## src/rtl/core/mrd_pkg.sv

```systemverilog
// ----------------------------------------------------------------------------
// mrd_pkg
// Types and constants shared by the message route decision core.
// ----------------------------------------------------------------------------
package mrd_pkg;

    // Ingress port of a message header
    typedef enum logic [1:0] {
        FUNC_SUBSYS = 2'd0,
        FUNC_NODE   = 2'd1,
        FUNC_CMPT   = 2'd2,
        FUNC_COMM   = 2'd3
    } t_func;

    // Drop rules, in the order they are tested
    typedef enum logic [3:0] {
        ERR_NONE              = 4'd0,
        ERR_SS_SRC_OWN        = 4'd1,
        ERR_SS_DST_FOREIGN    = 4'd2,
        ERR_ND_SRC_SELF       = 4'd3,
        ERR_ND_DST_OTHER_NODE = 4'd4,
        ERR_ND_DST_NODE_MISS  = 4'd5,
        ERR_ND_DST_FOREIGN    = 4'd6,
        ERR_CP_SRC_SS         = 4'd7,
        ERR_CP_SRC_NODE       = 4'd8,
        ERR_CP_DST_SELF       = 4'd9,
        ERR_CM_SRC_SS         = 4'd10,
        ERR_CM_DST_OWN        = 4'd11,
        ERR_CM_NO_ROUTE       = 4'd12
    } t_err;

    // Configuration register indexes
    localparam int unsigned CFG_IDX_W = 3;
    localparam int unsigned CFG_DAT_W = 8;

    typedef enum logic [CFG_IDX_W-1:0] {
        CFG_OWN_SS    = 3'd0,
        CFG_OWN_NODE  = 3'd1,
        CFG_SS_LINK   = 3'd2,
        CFG_BCAST_SS  = 3'd3,
        CFG_BCAST_ND  = 3'd4,
        CFG_PRIMARY   = 3'd5
    } t_cfg_idx;

    // Reset values of the configuration registers
    localparam logic [7:0] RST_OWN_SS   = 8'd1;
    localparam logic [7:0] RST_OWN_NODE = 8'd1;
    localparam logic       RST_SS_LINK  = 1'b0;
    localparam logic [7:0] RST_BCAST_SS = 8'd255;
    localparam logic [7:0] RST_BCAST_ND = 8'd255;
    localparam logic [7:0] RST_PRIMARY  = 8'd1;

    // Configuration as seen by the decision logic
    typedef struct packed {
        logic [7:0] own_subsystem_id;
        logic [7:0] own_node_id;
        logic       subsystem_link_enabled;
        logic [7:0] broadcast_subsystem_id;
        logic [7:0] broadcast_node_id;
        logic [7:0] primary_node_id;
    } t_cfg;

    // One message header
    typedef struct packed {
        t_func      func;
        logic [7:0] src_subsystem;
        logic [7:0] src_node;
        logic [7:0] dst_subsystem;
        logic [7:0] dst_node;
        logic       comm_found;
        logic [7:0] comm_node;
    } t_req;

    // One routing decision
    typedef struct packed {
        logic to_subsystem_link;
        logic to_node_link;
        logic to_component_link;
        logic accepted;
        t_err error_code;
    } t_rsp;

endpackage

```

## src/rtl/core/mrd_req_if.sv

```systemverilog
// ----------------------------------------------------------------------------
// mrd_req_if
// Header channel into the route decision core: valid, ready and payload.
// ----------------------------------------------------------------------------
interface mrd_req_if;
    logic       valid;
    logic       ready;
    logic [1:0] func;
    logic [7:0] src_subsystem;
    logic [7:0] src_node;
    logic [7:0] dst_subsystem;
    logic [7:0] dst_node;
    logic       comm_found;
    logic [7:0] comm_node;

    modport source (
        output valid, func, src_subsystem, src_node, dst_subsystem, dst_node,
               comm_found, comm_node,
        input  ready
    );

    modport sink (
        input  valid, func, src_subsystem, src_node, dst_subsystem, dst_node,
               comm_found, comm_node,
        output ready
    );
endinterface

```

## src/rtl/core/mrd_rsp_if.sv

```systemverilog
// ----------------------------------------------------------------------------
// mrd_rsp_if
// Decision channel out of the route decision core: valid, ready and payload.
// ----------------------------------------------------------------------------
interface mrd_rsp_if;
    logic       valid;
    logic       ready;
    logic       to_subsystem_link;
    logic       to_node_link;
    logic       to_component_link;
    logic       accepted;
    logic [3:0] error_code;

    modport source (
        output valid, to_subsystem_link, to_node_link, to_component_link,
               accepted, error_code,
        input  ready
    );

    modport sink (
        input  valid, to_subsystem_link, to_node_link, to_component_link,
               accepted, error_code,
        output ready
    );
endinterface

```

## src/rtl/core/message_route_decision_core.sv

```systemverilog
// ----------------------------------------------------------------------------
// message_route_decision_core: egress links, accept flag and error per header.
// A header passes through the input register and then the result register to the decision output.
// Throughput one header per cycle unless the decision channel stalls; one combinational compare pass lies between them.
// Synchronous active-low reset empties both stages and restores the default IDs.
// ----------------------------------------------------------------------------
module message_route_decision_core (
    input  logic                          i_clk,
    input  logic                          i_rst_n,
    input  logic                          i_cfg_we,
    input  logic [mrd_pkg::CFG_IDX_W-1:0] i_cfg_idx,
    input  logic [mrd_pkg::CFG_DAT_W-1:0] i_cfg_data,
    mrd_req_if.sink                       i_req,
    mrd_rsp_if.source                     o_rsp
);

    mrd_pkg::t_cfg cfg;
    mrd_pkg::t_req req_in;
    mrd_pkg::t_rsp rsp_next;

    logic          r_req_vld;
    mrd_pkg::t_req r_req;
    logic          r_rsp_vld;
    mrd_pkg::t_rsp r_rsp;

    logic          out_rdy;
    logic          in_rdy;

    // Configuration registers
    mrd_cfg_regs u_cfg (
        .i_clk      (i_clk),
        .i_rst_n    (i_rst_n),
        .i_cfg_we   (i_cfg_we),
        .i_cfg_idx  (i_cfg_idx),
        .i_cfg_data (i_cfg_data),
        .o_cfg      (cfg)
    );

    // Gather the header payload
    assign req_in.func          = mrd_pkg::t_func'(i_req.func);
    assign req_in.src_subsystem = i_req.src_subsystem;
    assign req_in.src_node      = i_req.src_node;
    assign req_in.dst_subsystem = i_req.dst_subsystem;
    assign req_in.dst_node      = i_req.dst_node;
    assign req_in.comm_found    = i_req.comm_found;
    assign req_in.comm_node     = i_req.comm_node;

    // Each stage advances when the one after it is empty or being drained
    assign out_rdy     = !r_rsp_vld || o_rsp.ready;
    assign in_rdy      = !r_req_vld || out_rdy;
    assign i_req.ready = in_rdy;

    // Input register
    always_ff @(posedge i_clk) begin
        if (!i_rst_n) begin
            r_req_vld <= 1'b0;
        end else if (in_rdy) begin
            r_req_vld <= i_req.valid;
        end
    end

    always_ff @(posedge i_clk) begin
        if (in_rdy && i_req.valid) begin
            r_req <= req_in;
        end
    end

    // Decision logic
    mrd_decide u_decide (
        .i_cfg (cfg),
        .i_req (r_req),
        .o_rsp (rsp_next)
    );

    // Result register: hold while stalled
    always_ff @(posedge i_clk) begin
        if (!i_rst_n) begin
            r_rsp_vld <= 1'b0;
        end else if (out_rdy) begin
            r_rsp_vld <= r_req_vld;
        end
    end

    always_ff @(posedge i_clk) begin
        if (out_rdy && r_req_vld) begin
            r_rsp <= rsp_next;
        end
    end

    // Drive the decision channel
    assign o_rsp.valid             = r_rsp_vld;
    assign o_rsp.to_subsystem_link = r_rsp.to_subsystem_link;
    assign o_rsp.to_node_link      = r_rsp.to_node_link;
    assign o_rsp.to_component_link = r_rsp.to_component_link;
    assign o_rsp.accepted          = r_rsp.accepted;
    assign o_rsp.error_code        = r_rsp.error_code;

`ifndef SYNTHESIS
    // A dropped header goes nowhere and names its rule
    a_drop_clean: assert property (@(posedge i_clk) disable iff (!i_rst_n)
        r_rsp_vld && !r_rsp.accepted |->
            !r_rsp.to_subsystem_link && !r_rsp.to_node_link &&
            !r_rsp.to_component_link && (r_rsp.error_code != mrd_pkg::ERR_NONE))
        else $error("dropped header with link set or no error code");

    // Only a failed communicator forward may be accepted with an error
    a_accept_err: assert property (@(posedge i_clk) disable iff (!i_rst_n)
        r_rsp_vld && r_rsp.accepted && (r_rsp.error_code != mrd_pkg::ERR_NONE) |->
            (r_rsp.error_code == mrd_pkg::ERR_CM_SRC_SS) ||
            (r_rsp.error_code == mrd_pkg::ERR_CM_DST_OWN) ||
            (r_rsp.error_code == mrd_pkg::ERR_CM_NO_ROUTE))
        else $error("accepted header carries an unexpected error code");

    // A transferred header lands in the input register
    a_req_load: assert property (@(posedge i_clk) disable iff (!i_rst_n)
        i_req.valid && in_rdy |=> r_req_vld)
        else $error("transferred header lost at input register");

    // A stalled decision holds in the result register
    a_rsp_hold: assert property (@(posedge i_clk) disable iff (!i_rst_n)
        r_rsp_vld && !o_rsp.ready |=> r_rsp_vld && $stable(r_rsp))
        else $error("stalled decision changed or vanished");

    // A full input stage with a free result stage moves on
    a_advance: assert property (@(posedge i_clk) disable iff (!i_rst_n)
        r_req_vld && out_rdy |=> r_rsp_vld)
        else $error("header did not advance into result register");
`endif

endmodule

```

## src/rtl/core/mrd_cfg_regs.sv

```systemverilog
// ----------------------------------------------------------------------------
// mrd_cfg_regs
// Configuration register file: own, broadcast and primary IDs and link enable.
// ----------------------------------------------------------------------------
module mrd_cfg_regs (
    input  logic                          i_clk,
    input  logic                          i_rst_n,
    input  logic                          i_cfg_we,
    input  logic [mrd_pkg::CFG_IDX_W-1:0] i_cfg_idx,
    input  logic [mrd_pkg::CFG_DAT_W-1:0] i_cfg_data,
    output mrd_pkg::t_cfg                 o_cfg
);

    mrd_pkg::t_cfg r_cfg;
    mrd_pkg::t_cfg n_cfg;

    // Decode the write; unknown indexes leave everything untouched
    always_comb begin
        n_cfg = r_cfg;
        if (i_cfg_we) begin
            unique case (mrd_pkg::t_cfg_idx'(i_cfg_idx))
                mrd_pkg::CFG_OWN_SS:   n_cfg.own_subsystem_id       = i_cfg_data;
                mrd_pkg::CFG_OWN_NODE: n_cfg.own_node_id            = i_cfg_data;
                mrd_pkg::CFG_SS_LINK:  n_cfg.subsystem_link_enabled = i_cfg_data[0];
                mrd_pkg::CFG_BCAST_SS: n_cfg.broadcast_subsystem_id = i_cfg_data;
                mrd_pkg::CFG_BCAST_ND: n_cfg.broadcast_node_id      = i_cfg_data;
                mrd_pkg::CFG_PRIMARY:  n_cfg.primary_node_id        = i_cfg_data;
                default: ;
            endcase
        end
    end

    // Hold the registers, load reset values
    always_ff @(posedge i_clk) begin
        if (!i_rst_n) begin
            r_cfg.own_subsystem_id       <= mrd_pkg::RST_OWN_SS;
            r_cfg.own_node_id            <= mrd_pkg::RST_OWN_NODE;
            r_cfg.subsystem_link_enabled <= mrd_pkg::RST_SS_LINK;
            r_cfg.broadcast_subsystem_id <= mrd_pkg::RST_BCAST_SS;
            r_cfg.broadcast_node_id      <= mrd_pkg::RST_BCAST_ND;
            r_cfg.primary_node_id        <= mrd_pkg::RST_PRIMARY;
        end else begin
            r_cfg <= n_cfg;
        end
    end

    assign o_cfg = r_cfg;

endmodule

```

## src/rtl/core/mrd_decide.sv

```systemverilog
// ----------------------------------------------------------------------------
// mrd_decide
// Combinational route decision for one registered header.
// ----------------------------------------------------------------------------
module mrd_decide (
    input  mrd_pkg::t_cfg i_cfg,
    input  mrd_pkg::t_req i_req,
    output mrd_pkg::t_rsp o_rsp
);

    // Address compares, shared by the ingress paths
    logic ss_own;
    logic sn_own;
    logic ds_own;
    logic ds_bcast;
    logic dn_own;
    logic dn_bcast;
    logic dn_here;

    assign ss_own   = (i_req.src_subsystem == i_cfg.own_subsystem_id);
    assign sn_own   = (i_req.src_node      == i_cfg.own_node_id);
    assign ds_own   = (i_req.dst_subsystem == i_cfg.own_subsystem_id);
    assign ds_bcast = (i_req.dst_subsystem == i_cfg.broadcast_subsystem_id);
    assign dn_own   = (i_req.dst_node      == i_cfg.own_node_id);
    assign dn_bcast = (i_req.dst_node      == i_cfg.broadcast_node_id);
    assign dn_here  = dn_bcast || dn_own;

    // Forward towards the communicator of the own subsystem
    mrd_pkg::t_rsp comm;

    always_comb begin
        comm = '{default: '0, error_code: mrd_pkg::ERR_NONE};
        if (!ss_own) begin
            comm.error_code = mrd_pkg::ERR_CM_SRC_SS;
        end else if (ds_own) begin
            comm.error_code = mrd_pkg::ERR_CM_DST_OWN;
        end else if (i_cfg.subsystem_link_enabled) begin
            comm.to_subsystem_link = 1'b1;
            comm.to_node_link      = ds_bcast && !dn_own;
            comm.accepted          = 1'b1;
        end else if (!i_req.comm_found || (i_req.comm_node == i_cfg.own_node_id) ||
                     (i_cfg.own_node_id == i_cfg.primary_node_id)) begin
            comm.error_code = mrd_pkg::ERR_CM_NO_ROUTE;
        end else begin
            comm.to_node_link = 1'b1;
            comm.accepted     = 1'b1;
        end
    end

    // Select the rule set of the ingress port
    always_comb begin
        o_rsp = '{default: '0, error_code: mrd_pkg::ERR_NONE};
        unique case (i_req.func)
            mrd_pkg::FUNC_SUBSYS: begin
                if (ss_own) begin
                    o_rsp.error_code = mrd_pkg::ERR_SS_SRC_OWN;
                end else if (!ds_own && !ds_bcast) begin
                    o_rsp.error_code = mrd_pkg::ERR_SS_DST_FOREIGN;
                end else begin
                    o_rsp.accepted          = 1'b1;
                    o_rsp.to_node_link      = dn_bcast || !dn_own;
                    o_rsp.to_component_link = dn_bcast || dn_own;
                end
            end
            mrd_pkg::FUNC_NODE: begin
                if (ss_own) begin
                    if (sn_own) begin
                        o_rsp.error_code = mrd_pkg::ERR_ND_SRC_SELF;
                    end else if (ds_bcast) begin
                        o_rsp.accepted          = 1'b1;
                        o_rsp.to_subsystem_link = 1'b1;
                        o_rsp.to_component_link = dn_here;
                    end else if (ds_own) begin
                        if (dn_here) begin
                            o_rsp.accepted          = 1'b1;
                            o_rsp.to_component_link = 1'b1;
                        end else begin
                            o_rsp.error_code = mrd_pkg::ERR_ND_DST_OTHER_NODE;
                        end
                    end else begin
                        o_rsp.accepted          = 1'b1;
                        o_rsp.to_subsystem_link = 1'b1;
                    end
                end else if (ds_bcast || ds_own) begin
                    if (dn_here) begin
                        o_rsp.accepted          = 1'b1;
                        o_rsp.to_component_link = 1'b1;
                    end else begin
                        o_rsp.error_code = mrd_pkg::ERR_ND_DST_NODE_MISS;
                    end
                end else begin
                    o_rsp.error_code = mrd_pkg::ERR_ND_DST_FOREIGN;
                end
            end
            mrd_pkg::FUNC_CMPT: begin
                if (!ss_own) begin
                    o_rsp.error_code = mrd_pkg::ERR_CP_SRC_SS;
                end else if (!sn_own) begin
                    o_rsp.error_code = mrd_pkg::ERR_CP_SRC_NODE;
                end else if (ds_own) begin
                    if (dn_own) begin
                        o_rsp.error_code = mrd_pkg::ERR_CP_DST_SELF;
                    end else begin
                        o_rsp.accepted     = 1'b1;
                        o_rsp.to_node_link = 1'b1;
                    end
                end else begin
                    // A component forward counts as accepted even when it fails
                    o_rsp          = comm;
                    o_rsp.accepted = 1'b1;
                end
            end
            mrd_pkg::FUNC_COMM: begin
                o_rsp = comm;
            end
            default: ;
        endcase
    end

endmodule
```

## src/flat_wrapper.sv

```systemverilog
// flat-port wrapper written by rule: the top's interface ports become plain ports
module message_route_decision_core_flat 
  (i_clk, i_rst_n, i_cfg_we, i_cfg_idx, i_cfg_data, i_req_valid, i_req_func, i_req_src_subsystem, i_req_src_node, i_req_dst_subsystem, i_req_dst_node, i_req_comm_found, i_req_comm_node, i_req_ready, o_rsp_valid, o_rsp_to_subsystem_link, o_rsp_to_node_link, o_rsp_to_component_link, o_rsp_accepted, o_rsp_error_code, o_rsp_ready);
  mrd_req_if i_req_i ();
  mrd_rsp_if o_rsp_i ();
  input  logic i_clk;
  input  logic i_rst_n;
  input  logic i_cfg_we;
  input  logic [mrd_pkg::CFG_IDX_W-1:0] i_cfg_idx;
  input  logic [mrd_pkg::CFG_DAT_W-1:0] i_cfg_data;
  input wire logic [$bits(i_req_i.valid)-1:0] i_req_valid;
  input wire logic [$bits(i_req_i.func)-1:0] i_req_func;
  input wire logic [$bits(i_req_i.src_subsystem)-1:0] i_req_src_subsystem;
  input wire logic [$bits(i_req_i.src_node)-1:0] i_req_src_node;
  input wire logic [$bits(i_req_i.dst_subsystem)-1:0] i_req_dst_subsystem;
  input wire logic [$bits(i_req_i.dst_node)-1:0] i_req_dst_node;
  input wire logic [$bits(i_req_i.comm_found)-1:0] i_req_comm_found;
  input wire logic [$bits(i_req_i.comm_node)-1:0] i_req_comm_node;
  output wire logic [$bits(i_req_i.ready)-1:0] i_req_ready;
  output wire logic [$bits(o_rsp_i.valid)-1:0] o_rsp_valid;
  output wire logic [$bits(o_rsp_i.to_subsystem_link)-1:0] o_rsp_to_subsystem_link;
  output wire logic [$bits(o_rsp_i.to_node_link)-1:0] o_rsp_to_node_link;
  output wire logic [$bits(o_rsp_i.to_component_link)-1:0] o_rsp_to_component_link;
  output wire logic [$bits(o_rsp_i.accepted)-1:0] o_rsp_accepted;
  output wire logic [$bits(o_rsp_i.error_code)-1:0] o_rsp_error_code;
  input wire logic [$bits(o_rsp_i.ready)-1:0] o_rsp_ready;
  assign i_req_i.valid = i_req_valid;
  assign i_req_i.func = i_req_func;
  assign i_req_i.src_subsystem = i_req_src_subsystem;
  assign i_req_i.src_node = i_req_src_node;
  assign i_req_i.dst_subsystem = i_req_dst_subsystem;
  assign i_req_i.dst_node = i_req_dst_node;
  assign i_req_i.comm_found = i_req_comm_found;
  assign i_req_i.comm_node = i_req_comm_node;
  assign i_req_ready = i_req_i.ready;
  assign o_rsp_valid = o_rsp_i.valid;
  assign o_rsp_to_subsystem_link = o_rsp_i.to_subsystem_link;
  assign o_rsp_to_node_link = o_rsp_i.to_node_link;
  assign o_rsp_to_component_link = o_rsp_i.to_component_link;
  assign o_rsp_accepted = o_rsp_i.accepted;
  assign o_rsp_error_code = o_rsp_i.error_code;
  assign o_rsp_i.ready = o_rsp_ready;
  message_route_decision_core u_core (.i_clk(i_clk), .i_rst_n(i_rst_n), .i_cfg_we(i_cfg_we), .i_cfg_idx(i_cfg_idx), .i_cfg_data(i_cfg_data), .i_req(i_req_i), .o_rsp(o_rsp_i));
endmodule
```

## config.mk

```make
export PLATFORM = sky130hd
export DESIGN_NAME = message_route_decision_core_flat
export DESIGN_NICKNAME = d
export VERILOG_FILES = /design/src/rtl/core/mrd_pkg.sv /design/src/rtl/core/mrd_req_if.sv /design/src/rtl/core/mrd_rsp_if.sv /design/src/rtl/core/message_route_decision_core.sv /design/src/rtl/core/mrd_cfg_regs.sv /design/src/rtl/core/mrd_decide.sv /design/src/flat_wrapper.sv
export SDC_FILE = /design/constraint.sdc
export NUM_CORES = 1
export LEC_CHECK = 0
export ABC_AREA = 1
export BUFFER_PORTS_ARGS = -buffer_cell sky130_fd_sc_hd__buf_2
export CORE_ASPECT_RATIO = 0.6
export CORE_MARGIN = 3
export CORE_UTILIZATION = 40
export DETAILED_ROUTE_END_ITERATION = 6
export HOLD_SLACK_MARGIN = 0.02
export SETUP_SLACK_MARGIN = 0.1
export SYNTH_ARGS = -nofsm -noshare
export SYNTH_HDL_FRONTEND = slang
export SYNTH_HIERARCHICAL = 1
export SYNTH_SLANG_ARGS = --single-unit
```

## constraint.sdc

```tcl
create_clock -name i_clk -period 2.55 [get_ports i_clk]
set_input_delay 0.1275 -clock i_clk [delete_from_list [all_inputs] [get_ports i_clk]]
set_output_delay 0.1275 -clock i_clk [all_outputs]
set_load 0.01 [all_outputs]
```

==> flow_summary.yaml <==
run_status:
  outcome: "completed"
critical_path:
  max_stage_delay_ns: 0.38
  path_delay_family: "simple AND/OR/NAND/NOR gates"
  critPathMaxFanout: 7
  worst-setup-path-type: "reg2reg"
  cpMostUsedCell: "nor2_1"
  rr_startpoint: "u_core/r_req[39]"
  worstPathCellList: "xor2_1 -> nor2_2 -> nand2_1 -> nor2_8 -> nand2_4 -> nand2_2 -> nor2_1 -> nor2_1 -> nand3_1"
  worstSetupEndpointType: "register"
  r2r_cells: 9
  path_buf_inv: 0
  cp-start-kind: "register"
  arrival_ns: 1.96
  slowest_stage: "edfxtp_1"
  r2r_slack_ns: 0.67
  required_ns: 2.63
  regToRegEndpoint: "u_core/o_rsp.error_code[0]"
layout:
  n_antenna_cell: 0
  layout-drive-gt1-share_pct: 18.5
  final_common_cell: "nand2_1"
  mostFrequentLayoutCells: "nand2_1, nor2_1, buf_2, inv_1, edfxtp_1"
  postLayoutCoreUtil_pct: 52.4
  fin_nets: 768
  area_growth_pct: 25.0
power_and_ir_drop:
  totalPowerFinal_mw: 3.49
  p_seq_share_pct: 49.5
  p_int_mw: 2.63
  pwr-share-comb_pct: 11.9
  power_density_nw_per_um2: 577
  swShare_pct: 24.8
  pwr-share-clk_pct: 38.6
  p_switching_mw: 0.867
  ir_drop_mv: 0.305
  p_leak_nw: 2.80
detailed_routing:
  drc_errors: 0
  routed_wl_mm: 11.4
  drtAntennaViolNets: 0
  drt_iter0_drc: 287
  vias: 4034
  via_per_inst: 4.62
  wl_per_cell_um: 13.1
  drt_first_pass_iters: 5
worst_hold_path:
  whs_endpoint: "u_core/u_cfg/o_cfg[14]"
  min_path_cells: 3
  holdCritPathClass: "in2reg"
  hp-start: "i_cfg_data[6]"
clocking:
  clk_path_buf_depth: 2
  htree_levels: 3
  postCtsResizedCells: 0
  cts_tree: "done"
  insertion_delay_ns: 0.34
  clockRootBuffer: "clkbuf_16"
  postCtsSetupBuffers: 0
  path_clk_slew_ns: 0.07
  numCtsBuffers: 9
  cts.sinks: 94
global_routing:
  antenna_found_initial: 0
  grt_max_degree: 44
  grt_pass1_vias: 3839
  grt_use_total_pct: 17.5
  gr-total-overflow: 0
  grt_pass1_wl_mm: 18.7
floorplan:
  die_h_um: 91.3
  fp-row-count: 30
  coreArea_um2: 11600
  die_w_um: 148
  initial_core_util_pct: 41.9
  io_pins: 69
  dieArea_um2: 13500
timing:
  min_period_ns: 1.88
  report.final.hold_viol_count: 0
  final.setup.tns_ns: 0
  max_slew.worst_pin.slew_ns: 0.798
  slew_viol_final: 0
  setup_viol: 0
  max_freq_ghz: 0.533
  slew_headroom_pct: 46.8
  rsz0062_at_grt: "no"
  finalCritPeriodShare_pct: 73.6
  fin_worst_skew_ns: 0.00667
placed_design:
  portBuffers: 68
  hpwl_mm: 8.53
  gp_congestion: 0.889
run:
  maxCapViolations: 0
synth:
  seq_area_frac_synth_pct: 49.4
  avgSynthCellArea_um2: 8.12
  ys.warnings.count: 6
  synth_fp_nets: 656
  synth_cell_type_count: 33
  syn_inst: 597
  ys_dominant_reg_cell: "edfxtp_1"
  synth_seq_cells: 94
  synth_area_um2: 4850
  async_reset_ff_share_pct: 0
  synth_edf_count: 51
worst max-delay path by stage:
stage                                       to  cells past startpoint                    from  slack (ns)
finish              u_core/o_rsp.error_code[0]                      9        u_core/r_req[39]        0.67
global route             u_core/o_rsp.accepted                     11  u_core/u_cfg/o_cfg[32]        0.54
floorplan                      u_core/r_req[0]                      3      u_core/o_rsp.valid        0.77
CTS                 u_core/o_rsp.error_code[0]                      9        u_core/r_req[34]        0.71
global placement    u_core/o_rsp.error_code[0]                      9        u_core/r_req[39]        0.71
detailed placement  u_core/o_rsp.error_code[0]                      9        u_core/r_req[34]        0.72
layout make-up:
| type | instances | area, µm² |
|---|---|---|
| clock inverter | 6 | 68.8 |
| tap | 160 | 200 |
| timing repair buffer | 113 | 788 |
| fill | 1112 | 5510 |
| clock buffer | 10 | 229 |
| sequential | 94 | 2390 |
| inverter | 72 | 270 |
| multi-input combinational | 419 | 2110 |
cells by family after synthesis:
group / count (synthesis) / share of synthesized area [%]
flops: 94 / 49.4
xor+xnor: 40 / 7.23
compound gates: 14 / 2.12
buf+inv: 84 / 7.15
simple gates: 365 / 34.1
cell usage after synthesis (2+ instances only):
library cell / n / area (µm²)
inv_2: 8 / 30.0
o21ai_0: 4 / 20.0
nor2_1: 90 / 338
nand4_1: 4 / 25.0
a21oi_1: 4 / 20.0
buf_6: 2 / 22.5
a21oi_4: 2 / 32.5
nand2_1: 183 / 687
buf_2: 4 / 20.0
nand3_2: 4 / 40.0
edfxtp_1: 51 / 1530
nand3_1: 49 / 245
buf_4: 3 / 22.5
nor2_2: 6 / 37.5
xor2_1: 15 / 131
dfxtp_1: 43 / 861
nor2_4: 9 / 101
clkbuf_1: 3 / 11.3
xnor2_1: 25 / 219
nand2_4: 2 / 22.5
or2_4: 2 / 17.5
nand2_2: 10 / 62.6
inv_1: 64 / 240
worst register-to-register path, stage by stage, from the launching register on:
cell,delay [ns]
edfxtp_1,0.38
xor2_1,0.16
nor2_2,0.23
nand2_1,0.18
nor2_8,0.23
nand2_4,0.10
nand2_2,0.06
nor2_1,0.04
nor2_1,0.14
nand3_1,0.10
power groups by stage:
stage	combinational [mW]	sequential, mW	clock [mW]
3_5_place_dp	0.363	1.76	0
5_1_grt	0.469	1.74	1.45
4_1_cts	0.415	1.73	1.39
6_report	0.415	1.73	1.35
3_3_place_gp	0.356	1.76	0
2_1_floorplan	0.251	1.75	0
what timing repair did:
| item | in CTS | in global routing |
|---|---|---|
| hold endpoints to repair | 44 | 0 |
| hold buffers | 44 | 0 |
| setup endpoints to repair | 0 | 0 |
registers in the layout (all words and copies together) (netlist names):
name and count:
u_core/o_rsp.accepted 1, u_core/o_rsp.error_code 4, u_core/o_rsp.to_component_link 1, u_core/o_rsp.to_node_link 1, u_core/o_rsp.to_subsystem_link 1, u_core/o_rsp.valid 1
u_core/r_req 43, u_core/r_req_vld 1, u_core/u_cfg/o_cfg 41
metrics by stage:
stage	instance area, µm²	std cells	setup WS [ns]	hold WS, ns
final	6060	874	0.674	0.0313
after global routing	6060	874	0.536	0.0356
after detailed placement	5320	814	0.718	0.306
after global placement	5320	814	0.709	0.304
after CTS	6060	874	0.709	0.0253
after floorplan	4850	597	0.768	0.226
metal layers:
metal | part of all wire [%] | vias to the layer above | track usage, %
li1 | - | 2086 | -
met1 | 51 | 1843 | 25.3
met2 | 43 | 97 | 26.9
met3 | 6.2 | 8 | 4.34
met4 | 0.45 | 0 | 3.15
met5 | 0 | - | 0
Note: power is estimated with default switching activity, not from simulation.
